$ cat src/sv/lts_pkg.sv
// Shared types and constants for the triangle/sawtooth LFO modulator.
package lts_pkg;

  localparam int unsigned VAL_W      = 12;
  localparam int unsigned IDX_W      = 3;
  localparam int unsigned OBUF_DEPTH = 3;
  localparam int unsigned OBUF_PTR_W = 2;

  // Configuration register indexes
  localparam logic [IDX_W-1:0] REG_WAVE_SHAPE   = 3'd0;
  localparam logic [IDX_W-1:0] REG_MOD_DEPTH    = 3'd1;
  localparam logic [IDX_W-1:0] REG_CUTOFF_BASE  = 3'd2;
  localparam logic [IDX_W-1:0] REG_PW1_BASE     = 3'd3;
  localparam logic [IDX_W-1:0] REG_PW2_BASE     = 3'd4;
  localparam logic [IDX_W-1:0] REG_PW3_BASE     = 3'd5;
  localparam logic [IDX_W-1:0] REG_CUTOFF_LIMIT = 3'd6;
  localparam logic [IDX_W-1:0] REG_PW_LIMIT     = 3'd7;

  localparam logic [VAL_W-1:0] CUTOFF_LIMIT_RST = 12'd2047;
  localparam logic [VAL_W-1:0] PW_LIMIT_RST     = 12'd4095;

  // Request kinds
  localparam logic REQ_TICK  = 1'b0;
  localparam logic REQ_ROUTE = 1'b1;

  // Command codes
  localparam logic [3:0] CMD_OFF          = 4'd0;
  localparam logic [3:0] CMD_CUTOFF       = 4'd1;
  localparam logic [3:0] CMD_PW1          = 4'd2;
  localparam logic [3:0] CMD_PW2          = 4'd3;
  localparam logic [3:0] CMD_PW3          = 4'd4;
  localparam logic [3:0] CMD_PW_ALL       = 4'd5;
  localparam logic [3:0] CMD_OTHER_FIRST  = 4'd6;
  localparam logic [3:0] CMD_LAST_ROUTE   = 4'd10;
  localparam logic [3:0] CMD_RESTART_LAST = 4'd14;

  // Per-destination oscillator steps
  localparam logic [5:0] STEP_CUTOFF = 6'd20;
  localparam logic [5:0] STEP_PW     = 6'd50;
  localparam logic [5:0] STEP_OTHER  = 6'd1;

  // Result targets
  localparam logic [2:0] TGT_CUTOFF = 3'd0;
  localparam logic [2:0] TGT_PW1    = 3'd1;
  localparam logic [2:0] TGT_PW2    = 3'd2;
  localparam logic [2:0] TGT_PW3    = 3'd3;
  localparam logic [2:0] TGT_PW_ALL = 3'd4;

  typedef struct packed {
    logic             wave_shape;
    logic [7:0]       mod_depth;
    logic [VAL_W-1:0] cutoff_base;
    logic [VAL_W-1:0] pw1_base;
    logic [VAL_W-1:0] pw2_base;
    logic [VAL_W-1:0] pw3_base;
    logic [VAL_W-1:0] cutoff_limit;
    logic [VAL_W-1:0] pw_limit;
  } lts_cfg_t;

  typedef struct packed {
    logic [2:0]       target;
    logic [VAL_W-1:0] value_a;
    logic [VAL_W-1:0] value_b;
    logic [VAL_W-1:0] value_c;
  } lts_res_t;

  typedef struct packed {
    logic     valid;
    lts_res_t data;
  } lts_res_beat_t;

endpackage

$ cat src/sv/lfo_triangle_saw_modulator.sv
// An accepted beat is registered in the input stage; the oscillator update and the write of
// its result into the result queue happen as it leaves that stage, and the queue then offers it.
// Throughput: one beat per cycle while the result queue has room (in_ready);
// a three-entry result queue keeps input accepting while results wait.
// Reset (rst, synchronous): registers to defaults, oscillator off, queue empty.
module lfo_triangle_saw_modulator import lts_pkg::*; (
  input  logic             clk,
  input  logic             rst,
  input  logic             in_valid,
  output logic             in_ready,
  input  logic             req_type,
  input  logic [3:0]       command_code,
  output logic             out_valid,
  input  logic             out_ready,
  output logic [2:0]       target,
  output logic [VAL_W-1:0] value_a,
  output logic [VAL_W-1:0] value_b,
  output logic [VAL_W-1:0] value_c,
  input  logic             cfg_wr_en,
  input  logic [IDX_W-1:0] cfg_index,
  input  logic [VAL_W-1:0] cfg_data
);

  lts_cfg_t              cfg;
  logic                  s0_valid;
  logic                  s0_req;
  logic [3:0]            s0_cmd;
  lts_res_beat_t         core_res;
  lts_res_t              q_data;
  logic [OBUF_PTR_W-1:0] q_level;

  // leave room for the beat in flight plus the one being accepted
  assign in_ready = ({1'b0, q_level} + {{OBUF_PTR_W{1'b0}}, s0_valid})
                    < (OBUF_PTR_W + 1)'(OBUF_DEPTH);

  always_ff @(posedge clk) begin
    if (rst) begin
      cfg.wave_shape   <= 1'b0;
      cfg.mod_depth    <= '0;
      cfg.cutoff_base  <= '0;
      cfg.pw1_base     <= '0;
      cfg.pw2_base     <= '0;
      cfg.pw3_base     <= '0;
      cfg.cutoff_limit <= CUTOFF_LIMIT_RST;
      cfg.pw_limit     <= PW_LIMIT_RST;
    end else if (cfg_wr_en) begin
      unique case (cfg_index)
        REG_WAVE_SHAPE:   cfg.wave_shape   <= cfg_data[0];
        REG_MOD_DEPTH:    cfg.mod_depth    <= cfg_data[7:0];
        REG_CUTOFF_BASE:  cfg.cutoff_base  <= cfg_data;
        REG_PW1_BASE:     cfg.pw1_base     <= cfg_data;
        REG_PW2_BASE:     cfg.pw2_base     <= cfg_data;
        REG_PW3_BASE:     cfg.pw3_base     <= cfg_data;
        REG_CUTOFF_LIMIT: cfg.cutoff_limit <= cfg_data;
        REG_PW_LIMIT:     cfg.pw_limit     <= cfg_data;
        default:          cfg.wave_shape   <= cfg.wave_shape;
      endcase
    end
  end

  always_ff @(posedge clk) begin
    if (rst) begin
      s0_valid <= 1'b0;
    end else begin
      s0_valid <= in_valid && in_ready;
    end
  end

  always_ff @(posedge clk) begin
    if (in_valid && in_ready) begin
      s0_req <= req_type;
      s0_cmd <= command_code;
    end
  end

  lts_core u_core (
    .clk        (clk),
    .rst        (rst),
    .beat_valid (s0_valid),
    .req        (s0_req),
    .cmd        (s0_cmd),
    .cfg        (cfg),
    .res        (core_res)
  );

  lts_obuf u_obuf (
    .clk       (clk),
    .rst       (rst),
    .push      (core_res.valid),
    .push_data (core_res.data),
    .out_valid (out_valid),
    .out_ready (out_ready),
    .out_data  (q_data),
    .level     (q_level)
  );

  assign target  = q_data.target;
  assign value_a = q_data.value_a;
  assign value_b = q_data.value_b;
  assign value_c = q_data.value_c;

endmodule

$ cat src/sv/lts_core.sv
// Oscillator state and the per-beat tick/command update with clipped results.
module lts_core import lts_pkg::*; (
  input  logic          clk,
  input  logic          rst,
  input  logic          beat_valid,
  input  logic          req,
  input  logic [3:0]    cmd,
  input  lts_cfg_t      cfg,
  output lts_res_beat_t res
);

  logic signed [15:0] mod_accum;
  logic signed [7:0]  step_now;
  logic               direction_flag;  // 1: falling
  logic               osc_enabled;
  logic [3:0]         destination;

  logic signed [15:0] mod_accum_next;
  logic signed [7:0]  step_now_next;
  logic               direction_flag_next;

  logic [5:0]         ds;
  logic signed [15:0] acc_add;
  logic [13:0]        tri_prod;
  logic signed [15:0] tri_lim;
  logic signed [16:0] saw_prod;
  logic signed [16:0] saw_adj;
  logic signed [16:0] saw_half;
  logic signed [15:0] saw_lim;
  logic signed [17:0] acc_ext;
  logic signed [17:0] depth_term;
  logic signed [17:0] sum_cut;
  logic signed [17:0] sum_pw1;
  logic signed [17:0] sum_pw2;
  logic signed [17:0] sum_pw3;
  logic               tick_on;

  function automatic logic [5:0] dest_step(input logic [3:0] d);
    logic [5:0] s;
    case (d) inside
      CMD_CUTOFF:                        s = STEP_CUTOFF;
      [CMD_PW1:CMD_PW_ALL]:              s = STEP_PW;
      [CMD_OTHER_FIRST:CMD_LAST_ROUTE]:  s = STEP_OTHER;
      default:                           s = 6'd0;
    endcase
    return s;
  endfunction

  function automatic logic [VAL_W-1:0] clip(input logic signed [17:0] v,
                                            input logic [VAL_W-1:0] lim);
    logic [VAL_W-1:0] r;
    if (v < 0) begin
      r = '0;
    end else if (v > $signed({6'b0, lim})) begin
      r = lim;
    end else begin
      r = v[VAL_W-1:0];
    end
    return r;
  endfunction

  assign ds       = dest_step(destination);
  assign acc_add  = mod_accum + {{8{step_now[7]}}, step_now};
  assign tri_prod = cfg.mod_depth * ds;
  assign tri_lim  = $signed({3'b0, tri_prod[13:1]});

  // sawtooth limit uses the live signed step; halve toward zero
  assign saw_prod = $signed({1'b0, cfg.mod_depth}) * step_now;
  assign saw_adj  = saw_prod + $signed({16'b0, saw_prod[16]});
  assign saw_half = saw_adj >>> 1;
  assign saw_lim  = saw_half[15:0];

  always_comb begin
    mod_accum_next      = acc_add;
    step_now_next       = step_now;
    direction_flag_next = direction_flag;
    if (!cfg.wave_shape) begin
      if (acc_add >= tri_lim) begin
        direction_flag_next = 1'b1;
        step_now_next       = 8'd0 - {2'b0, ds};
      end else if (acc_add <= -tri_lim) begin
        direction_flag_next = 1'b0;
        step_now_next       = {2'b0, ds};
      end
    end else if (acc_add >= saw_lim) begin
      mod_accum_next = -saw_lim;
    end
  end

  assign acc_ext    = {{2{mod_accum_next[15]}}, mod_accum_next};
  assign depth_term = direction_flag_next ? -$signed({10'b0, cfg.mod_depth})
                                          :  $signed({10'b0, cfg.mod_depth});
  assign sum_cut = $signed({6'b0, cfg.cutoff_base}) + acc_ext + depth_term;
  assign sum_pw1 = $signed({6'b0, cfg.pw1_base}) + acc_ext;
  assign sum_pw2 = $signed({6'b0, cfg.pw2_base}) + acc_ext;
  assign sum_pw3 = $signed({6'b0, cfg.pw3_base}) + acc_ext;

  assign tick_on = beat_valid && (req == REQ_TICK) && osc_enabled;

  always_comb begin
    res.valid        = 1'b0;
    res.data.target  = TGT_CUTOFF;
    res.data.value_a = '0;
    res.data.value_b = '0;
    res.data.value_c = '0;
    case (destination)
      CMD_CUTOFF: begin
        res.valid        = tick_on;
        res.data.value_a = clip(sum_cut, cfg.cutoff_limit);
      end
      CMD_PW1: begin
        res.valid        = tick_on;
        res.data.target  = TGT_PW1;
        res.data.value_a = clip(sum_pw1, cfg.pw_limit);
      end
      CMD_PW2: begin
        res.valid        = tick_on;
        res.data.target  = TGT_PW2;
        res.data.value_a = clip(sum_pw2, cfg.pw_limit);
      end
      CMD_PW3: begin
        res.valid        = tick_on;
        res.data.target  = TGT_PW3;
        res.data.value_a = clip(sum_pw3, cfg.pw_limit);
      end
      CMD_PW_ALL: begin
        res.valid        = tick_on;
        res.data.target  = TGT_PW_ALL;
        res.data.value_a = clip(sum_pw1, cfg.pw_limit);
        res.data.value_b = clip(sum_pw2, cfg.pw_limit);
        res.data.value_c = clip(sum_pw3, cfg.pw_limit);
      end
      default: begin
        res.valid = 1'b0;
      end
    endcase
  end

  always_ff @(posedge clk) begin
    if (rst) begin
      mod_accum      <= '0;
      step_now       <= '0;
      direction_flag <= 1'b0;
      osc_enabled    <= 1'b0;
      destination    <= CMD_OFF;
    end else if (beat_valid) begin
      if (req == REQ_ROUTE) begin
        if (cmd == CMD_OFF) begin
          osc_enabled <= 1'b0;
        end else if (cmd <= CMD_LAST_ROUTE) begin
          destination <= cmd;
          osc_enabled <= 1'b1;
          mod_accum   <= '0;
          step_now    <= $signed({2'b0, dest_step(cmd)});
        end else if (cmd <= CMD_RESTART_LAST) begin
          mod_accum <= '0;
          step_now  <= $signed({2'b0, ds});
        end
      end else if (osc_enabled) begin
        mod_accum      <= mod_accum_next;
        step_now       <= step_now_next;
        direction_flag <= direction_flag_next;
      end
    end
  end

endmodule

$ cat src/sv/lts_obuf.sv
// Small result queue that decouples result production from the output handshake.
module lts_obuf import lts_pkg::*; (
  input  logic                  clk,
  input  logic                  rst,
  input  logic                  push,
  input  lts_res_t              push_data,
  output logic                  out_valid,
  input  logic                  out_ready,
  output lts_res_t              out_data,
  output logic [OBUF_PTR_W-1:0] level
);

  lts_res_t              slots [OBUF_DEPTH];
  logic [OBUF_PTR_W-1:0] wr_ptr;
  logic [OBUF_PTR_W-1:0] rd_ptr;
  logic                  pop;

  assign out_valid = (level != '0);
  assign out_data  = slots[rd_ptr];
  assign pop       = out_valid && out_ready;

  always_ff @(posedge clk) begin
    if (push) begin
      slots[wr_ptr] <= push_data;
    end
  end

  always_ff @(posedge clk) begin
    if (rst) begin
      wr_ptr <= '0;
      rd_ptr <= '0;
      level  <= '0;
    end else begin
      if (push) begin
        wr_ptr <= (wr_ptr == OBUF_PTR_W'(OBUF_DEPTH - 1)) ? '0 : wr_ptr + 1'b1;
      end
      if (pop) begin
        rd_ptr <= (rd_ptr == OBUF_PTR_W'(OBUF_DEPTH - 1)) ? '0 : rd_ptr + 1'b1;
      end
      if (push && !pop) begin
        level <= level + 1'b1;
      end else if (pop && !push) begin
        level <= level - 1'b1;
      end
    end
  end

`ifndef ASSERT_OFF
  a_no_overflow: assert property (@(posedge clk) disable iff (rst)
    !(push && !pop && (level == OBUF_PTR_W'(OBUF_DEPTH))))
    else $error("result queue overflow");

  a_level_range: assert property (@(posedge clk) disable iff (rst)
    level <= OBUF_PTR_W'(OBUF_DEPTH))
    else $error("result queue level out of range");

  a_pop_drains: assert property (@(posedge clk) disable iff (rst)
    (pop && !push) |=> (level == $past(level) - 1'b1))
    else $error("pop without push did not lower the level");
`endif

endmodule
$ cat config.mk
export PLATFORM = sky130hd
export DESIGN_NAME = lfo_triangle_saw_modulator
export DESIGN_NICKNAME = d
export VERILOG_FILES = /design/src/sv/lts_pkg.sv /design/src/sv/lfo_triangle_saw_modulator.sv /design/src/sv/lts_core.sv /design/src/sv/lts_obuf.sv
export SDC_FILE = /design/constraint.sdc
export NUM_CORES = 1
export LEC_CHECK = 0
export ABC_AREA = 1
export BUFFER_PORTS_ARGS = -buffer_cell sky130_fd_sc_hd__buf_2
export CORE_UTILIZATION = 30
export DETAILED_ROUTE_END_ITERATION = 10
export PLACE_DENSITY = 0.43
export SYNTH_ARGS = -nofsm -noshare
export SYNTH_HDL_FRONTEND = slang
export SYNTH_SLANG_ARGS = --single-unit
$ cat constraint.sdc
create_clock -name clk -period 13.2 [get_ports clk]
set_input_delay 2.64 -clock clk [delete_from_list [all_inputs] [get_ports clk]]
set_output_delay 2.64 -clock clk [all_outputs]
set_load 0.02 [all_outputs]
# == Word level (Yosys, flattened, before mapping) ==
# Memories as Yosys holds them, arrays and structs flattened. A register that Yosys moved wholly into a read port is not among the register bits.
# Index checks and enable logic that the tools add are counted.
# totals
ff_bits,123
mem_bits_rw,117
mem_count,1
# classes
n_addsub,16
n_mul,2
n_lt_le_gt_ge,21
eq_ne,18
n_mux,47
n_bitwise,2
n_reduce_logical,34
# mem_list
name,depth,width,read_ports,rd_ports_with_merged_regs,wr,line,rtl
u_obuf.slots,3,39,1,1,1,lts_obuf.sv:13,lts_res_t slots [OBUF_DEPTH];
# op_table
cell,n
$mux W16,7
$mux W12,8
$add A13 B16 Y17,4
$mux W8,8
$gt A17 B13 Y1,3
$lt A17 B1 Y1 const B,3
$pmux W12 S4,1
$mux W24,1
$mux W6,4
$add A17 B18 Y18,1
$gt A18 B13 Y1,1
$lt A18 B1 Y1 const B,1
$mux W18,1
$neg A8 Y18,1
$add A17 B2 Y17,1
$mul A9 B8 Y17,1
$add A16 B16 Y16,1
$ge A16 B14 Y1,1
$ge A16 B16 Y1,1
$le A16 B16 Y1,1
$neg A13 Y16,1
$neg A16 Y16,1
$reduce_and A2 Y1,8
$mul A8 B6 Y14,1
34 further kinds,79

# == Depth between registers and ports, before layout ==
# logic_depth
ltp_word,17
depth_mapped,72
mapped_depth_nobuf,70

# == Modules after synthesis ==
# Synthesis repeated with hierarchy kept, for this count alone.
# unflattened
cells_unflattened,2955
hier_area_um2,21622.0
# modules_own_cells
module,instances,cells_each,area_each_um2
lts_core,1,2155,13550.5
lts_obuf,1,340,4730.8
lfo_triangle_saw_modulator,1,460,3340.7

# == Worst setup path before layout ==
# OpenSTA, ideal clock, no wires.
# synth_path
path_type,register to register
startpoint,register u_core.step_now[6]
endpoint,"memory u_obuf.slots[0][35] (netlist bit), data pin"
setup_ps,261
t_arrival_ps,11221
required_time_ps,12939
path_slack_ps,1718
path_stages_with_launch,65
path_cell_list,dfxtp_1 clkbuf_1 clkbuf_1 nand2_1 fa_1 fa_1 inv_1 fa_1 inv_1 fa_1 inv_1 ha_1 a21oi_2 nand2_2 nand3_2 nand3_2 nand2_1 nand3_1 (+29 left out) o21ai_0 xnor2_1 inv_1 ha_1 nand4_1 nor3_1 o21ai_0 o211ai_1 nor2_1 o211ai_1 o21ai_0 nand2_1 clkbuf_1 nand3_1 nand3_1 nand2_1 inv_1 nand2_1
# synth_rtl
item,line,rtl
start: declaration,lts_core.sv:13,logic signed [7:0] step_now;
start signal: assignment,lts_core.sv:154,"step_now <= $signed({2'b0, dest_step(cmd)});"
start signal: assignment,lts_core.sv:157,"step_now <= $signed({2'b0, ds});"
start signal: assignment,lts_core.sv:161,step_now <= step_now_next;
end: declaration,lts_obuf.sv:13,

==> results.yml <==
worst_setup_path:
  worstSetupPathType: "flip-flop to flip-flop"
  worstPathArrival_ns: 12.54
  crit_fanout: 19
  rrSetupSlack_ns: 1.0
  critPathCaptureType: "flip-flop"
  cp_top_family: "adder cells"
  critPathSlowestCell: "fa_1"
  r2r_end: "u_obuf.slots[0][31]$_DFFE_PP_"
  cpPeakStageDelay_ns: 0.55
  timing.rr.start: "u_core.step_now[6]$_SDFFE_PP0P_"
  critPathLaunch: "u_core.step_now[6]$_SDFFE_PP0P_"
  crit_buf_inv: 11
  critical_path_required_ns: 13.53
  crit_top_cell: "inv_1"
  r2r_cells: 62
  startpoint_type: "flip-flop"
floorplanning:
  start_util: 0.305
  die_h_um: 267
  num_rows: 96
  core_um2: 68900
  fp.dieW_um: 267
  dieArea_um2: 71200
  ios: 66
run:
  maxCapViolations: 0
power_and_ir_drop:
  leakagePower_nw: 11.9
  power_density_nw_per_um2: 112
  ir_worst_vdd_mv: 0.106
  finalPower_mw: 2.64
timing:
  setup_viol: 0
  fin_skew_ns: 0.0144
  rsz0062_at_grt: "false"
  post-route-period-util: 0.925
  timing.setup.tns_ns: 0
  period_needed_ns: 12.20
  fmax_mhz: 81.9
  maxSlewHeadroom: 0.346
  hold_viol: 0
  worst_slew_pin_slew_ns: 0.976
  finalMaxSlewViolations: 0
cells_and_area:
  fillers: 7460
  drive_above_1_share: 0.0841
  final_util: 0.343
  nets: 3241
  area_growth_pct: 12.3
  stdcell_count: 3855
  diodes: 0
logic_synthesis:
  synth-seq-cells: 241
  async_reset_ff_frac: 0
  yosysMostFrequentCell: "nand2_1"
  synth_cell_types: 58
  netlist_area_um2: 21000
  avgSynthCellArea_um2: 7.38
  synth_cells: 2849
  synth_flop_cell: "edfxtp_1"
  syn-num-nets: 3190
  netlist.area_leader.share: 0.174
  yosysTopAreaCell: "edfxtp_1"
  ys_warn_count: 0
  yosysSeqAreaShare: 0.287
  synth_area_leaders: "edfxtp_1, ha_1, dfxtp_1"
  synth-edff-count: 122
  synth_commonest_cells: "nand2_1, inv_1, nor2_1"
clock_tree:
  cts_buffer_depth: 3
  cts-htree-levels: 1
  numCtsBuffers: 30
  hold_buffers: 0
  cts.repair.resized: 0
  cts_root_buf: "clkbuf_16"
  cts_sinks: 241
  cts_tree: "yes"
  path_clk_slew_ns: 0.06
  postCtsSetupBuffers: 0
  clk_latency_ns: 0.60
drt:
  antenna_left: 0
  vias: 18800
  wl_per_cell_um: 18.9
  routed_via_density: 4.87
  drtPass1Iterations: 5
  drc_errors: 0
  drtIter0Drc: 1226
  drt-total-wl_um: 72800
min_path:
  min_path_cells: 2
  hold_end: "u_core.mod_accum[6]$_SDFFE_PP0P_"
  hold_start: "u_core.mod_accum[6]$_SDFFE_PP0P_"
  hold_path_class: "flip-flop to flip-flop"
global_routing:
  overflow: 0
  grt.total_usage: 0.205
  grt_pass1_vias: 18400
  grt_max_degree: 78
  antenna_found_initial: 2
  grt_first_pass_wirelength_um: 111000
placed_design:
  dp_cells: 3799
  dp.final_hpwl_um: 57100
  portBuffers: 65
  routabilityCongestion: 0.936
status:
  status: "finished, final reports clean"
==> metrics by stage <==
stage / hold WS, ns / setup WS [ns] / cell area, um^2
after detailed placement: 0.463 / 0.868 / 22500
after CTS: 0.471 / 0.834 / 23600
after floorplan: 0.449 / 1.72 / 21000
after global routing: 0.492 / 0.0104 / 23600
final: 0.470 / 0.996 / 23600
after global placement: 0.458 / 1.04 / 22500
==> worst register-to-register path, delay by kind of cell (launching register included) <==
| family | cells | cell delay, ns |
|---|---|---|
| compound gates | 9 | 1.28 |
| flops | 1 | 0.41 |
| fa+ha+maj | 11 | 4.55 |
| simple gates | 29 | 4.07 |
| buf+inv | 11 | 1.37 |
| xor+xnor | 2 | 0.26 |
==> cell usage in the layout, fill, tap and decap left out, drive strengths merged, types with 4 or more instances in the layout <==
cell | synthesis | layout
xor2 | 64 | 64
o21ai | 138 | 138
o21bai | 10 | 10
clkbuf | 68 | 40
a21oi | 268 | 268
a21boi | 5 | 5
dfxtp | 119 | 119
a21o | 5 | 5
clkinv | 4 | 12
nand4 | 43 | 43
o211ai | 27 | 27
edfxtp | 122 | 122
nor2 | 376 | 376
buf | 19 | 106
xnor2 | 18 | 18
nor4 | 4 | 4
fa | 70 | 70
a31oi | 5 | 5
inv | 449 | 448
nand3b | 5 | 5
nand2 | 573 | 573
nor3 | 20 | 20
a211oi | 4 | 4
bufinv | 0 | 7
nand3 | 157 | 157
ha | 246 | 246
o21a | 5 | 5
==> layout make-up <==
type | count | area (um^2) | area share
clock buffer | 40 | 838 | 0.0355
clock inverter | 16 | 287 | 0.0121
inverter | 453 | 1710 | 0.0723
multi-input combinational | 2068 | 12900 | 0.548
sequential | 241 | 6050 | 0.256
tap | 931 | 1160 | 0.0493
timing repair buffer | 106 | 633 | 0.0268
==> cell families (layout without fill, tap and decap cells) <==
| group | count (synthesis) | in the layout | synth area share |
|---|---|---|---|
| buf+inv | 540 | 615 | 0.0988 |
| fa+ha+maj | 316 | 316 | 0.213 |
| xor+xnor | 82 | 82 | 0.0345 |
| compound gates | 482 | 482 | 0.125 |
| flops | 241 | 241 | 0.287 |
| simple gates | 1188 | 1188 | 0.242 |
==> state kept, by name, summed over array words and instances (netlist names), named ones only <==
name and flops:
u_obuf.slots 117, cfg 81, u_core.mod_accum 16, u_core.destination 4
s0_req 1, u_obuf.level 2, u_obuf.rd_ptr 2, u_core.direction_flag 1
s0_cmd 4, s0_valid 1, u_core.step_now 7, u_core.osc_enabled 1
u_obuf.wr_ptr 2
==> routing by layer <==
metal	wire length, um	GRT usage	up-vias
met5	0	0	-
met4	1260	0.0430	0
met3	2540	0.0143	58
met2	35400	0.358	337
met1	33700	0.275	8990
li1	-	-	9404
==> worst max path at each step <==
stage	end	slack (ns)	depth (start not counted)
after floorplan	u_obuf.slots[0][35]$_DFFE_PP_	1.72	64
after global placement	u_obuf.slots[0][35]$_DFFE_PP_	1.04	59
after detailed placement	u_obuf.slots[2][35]$_DFFE_PP_	0.87	61
after CTS	u_obuf.slots[2][35]$_DFFE_PP_	0.83	62
after global routing	u_obuf.slots[0][31]$_DFFE_PP_	0.01	62
final	u_obuf.slots[0][31]$_DFFE_PP_	1.0	62
==> power by group <==
part           total (mW)  leakage [nW]  internal (mW)  switching (mW)
combinational       0.891          9.14          0.273           0.618
sequential          0.817          2.17          0.799          0.0180
clock               0.934         0.551          0.584           0.350
Note: power is estimated with default switching activity, not from simulation.
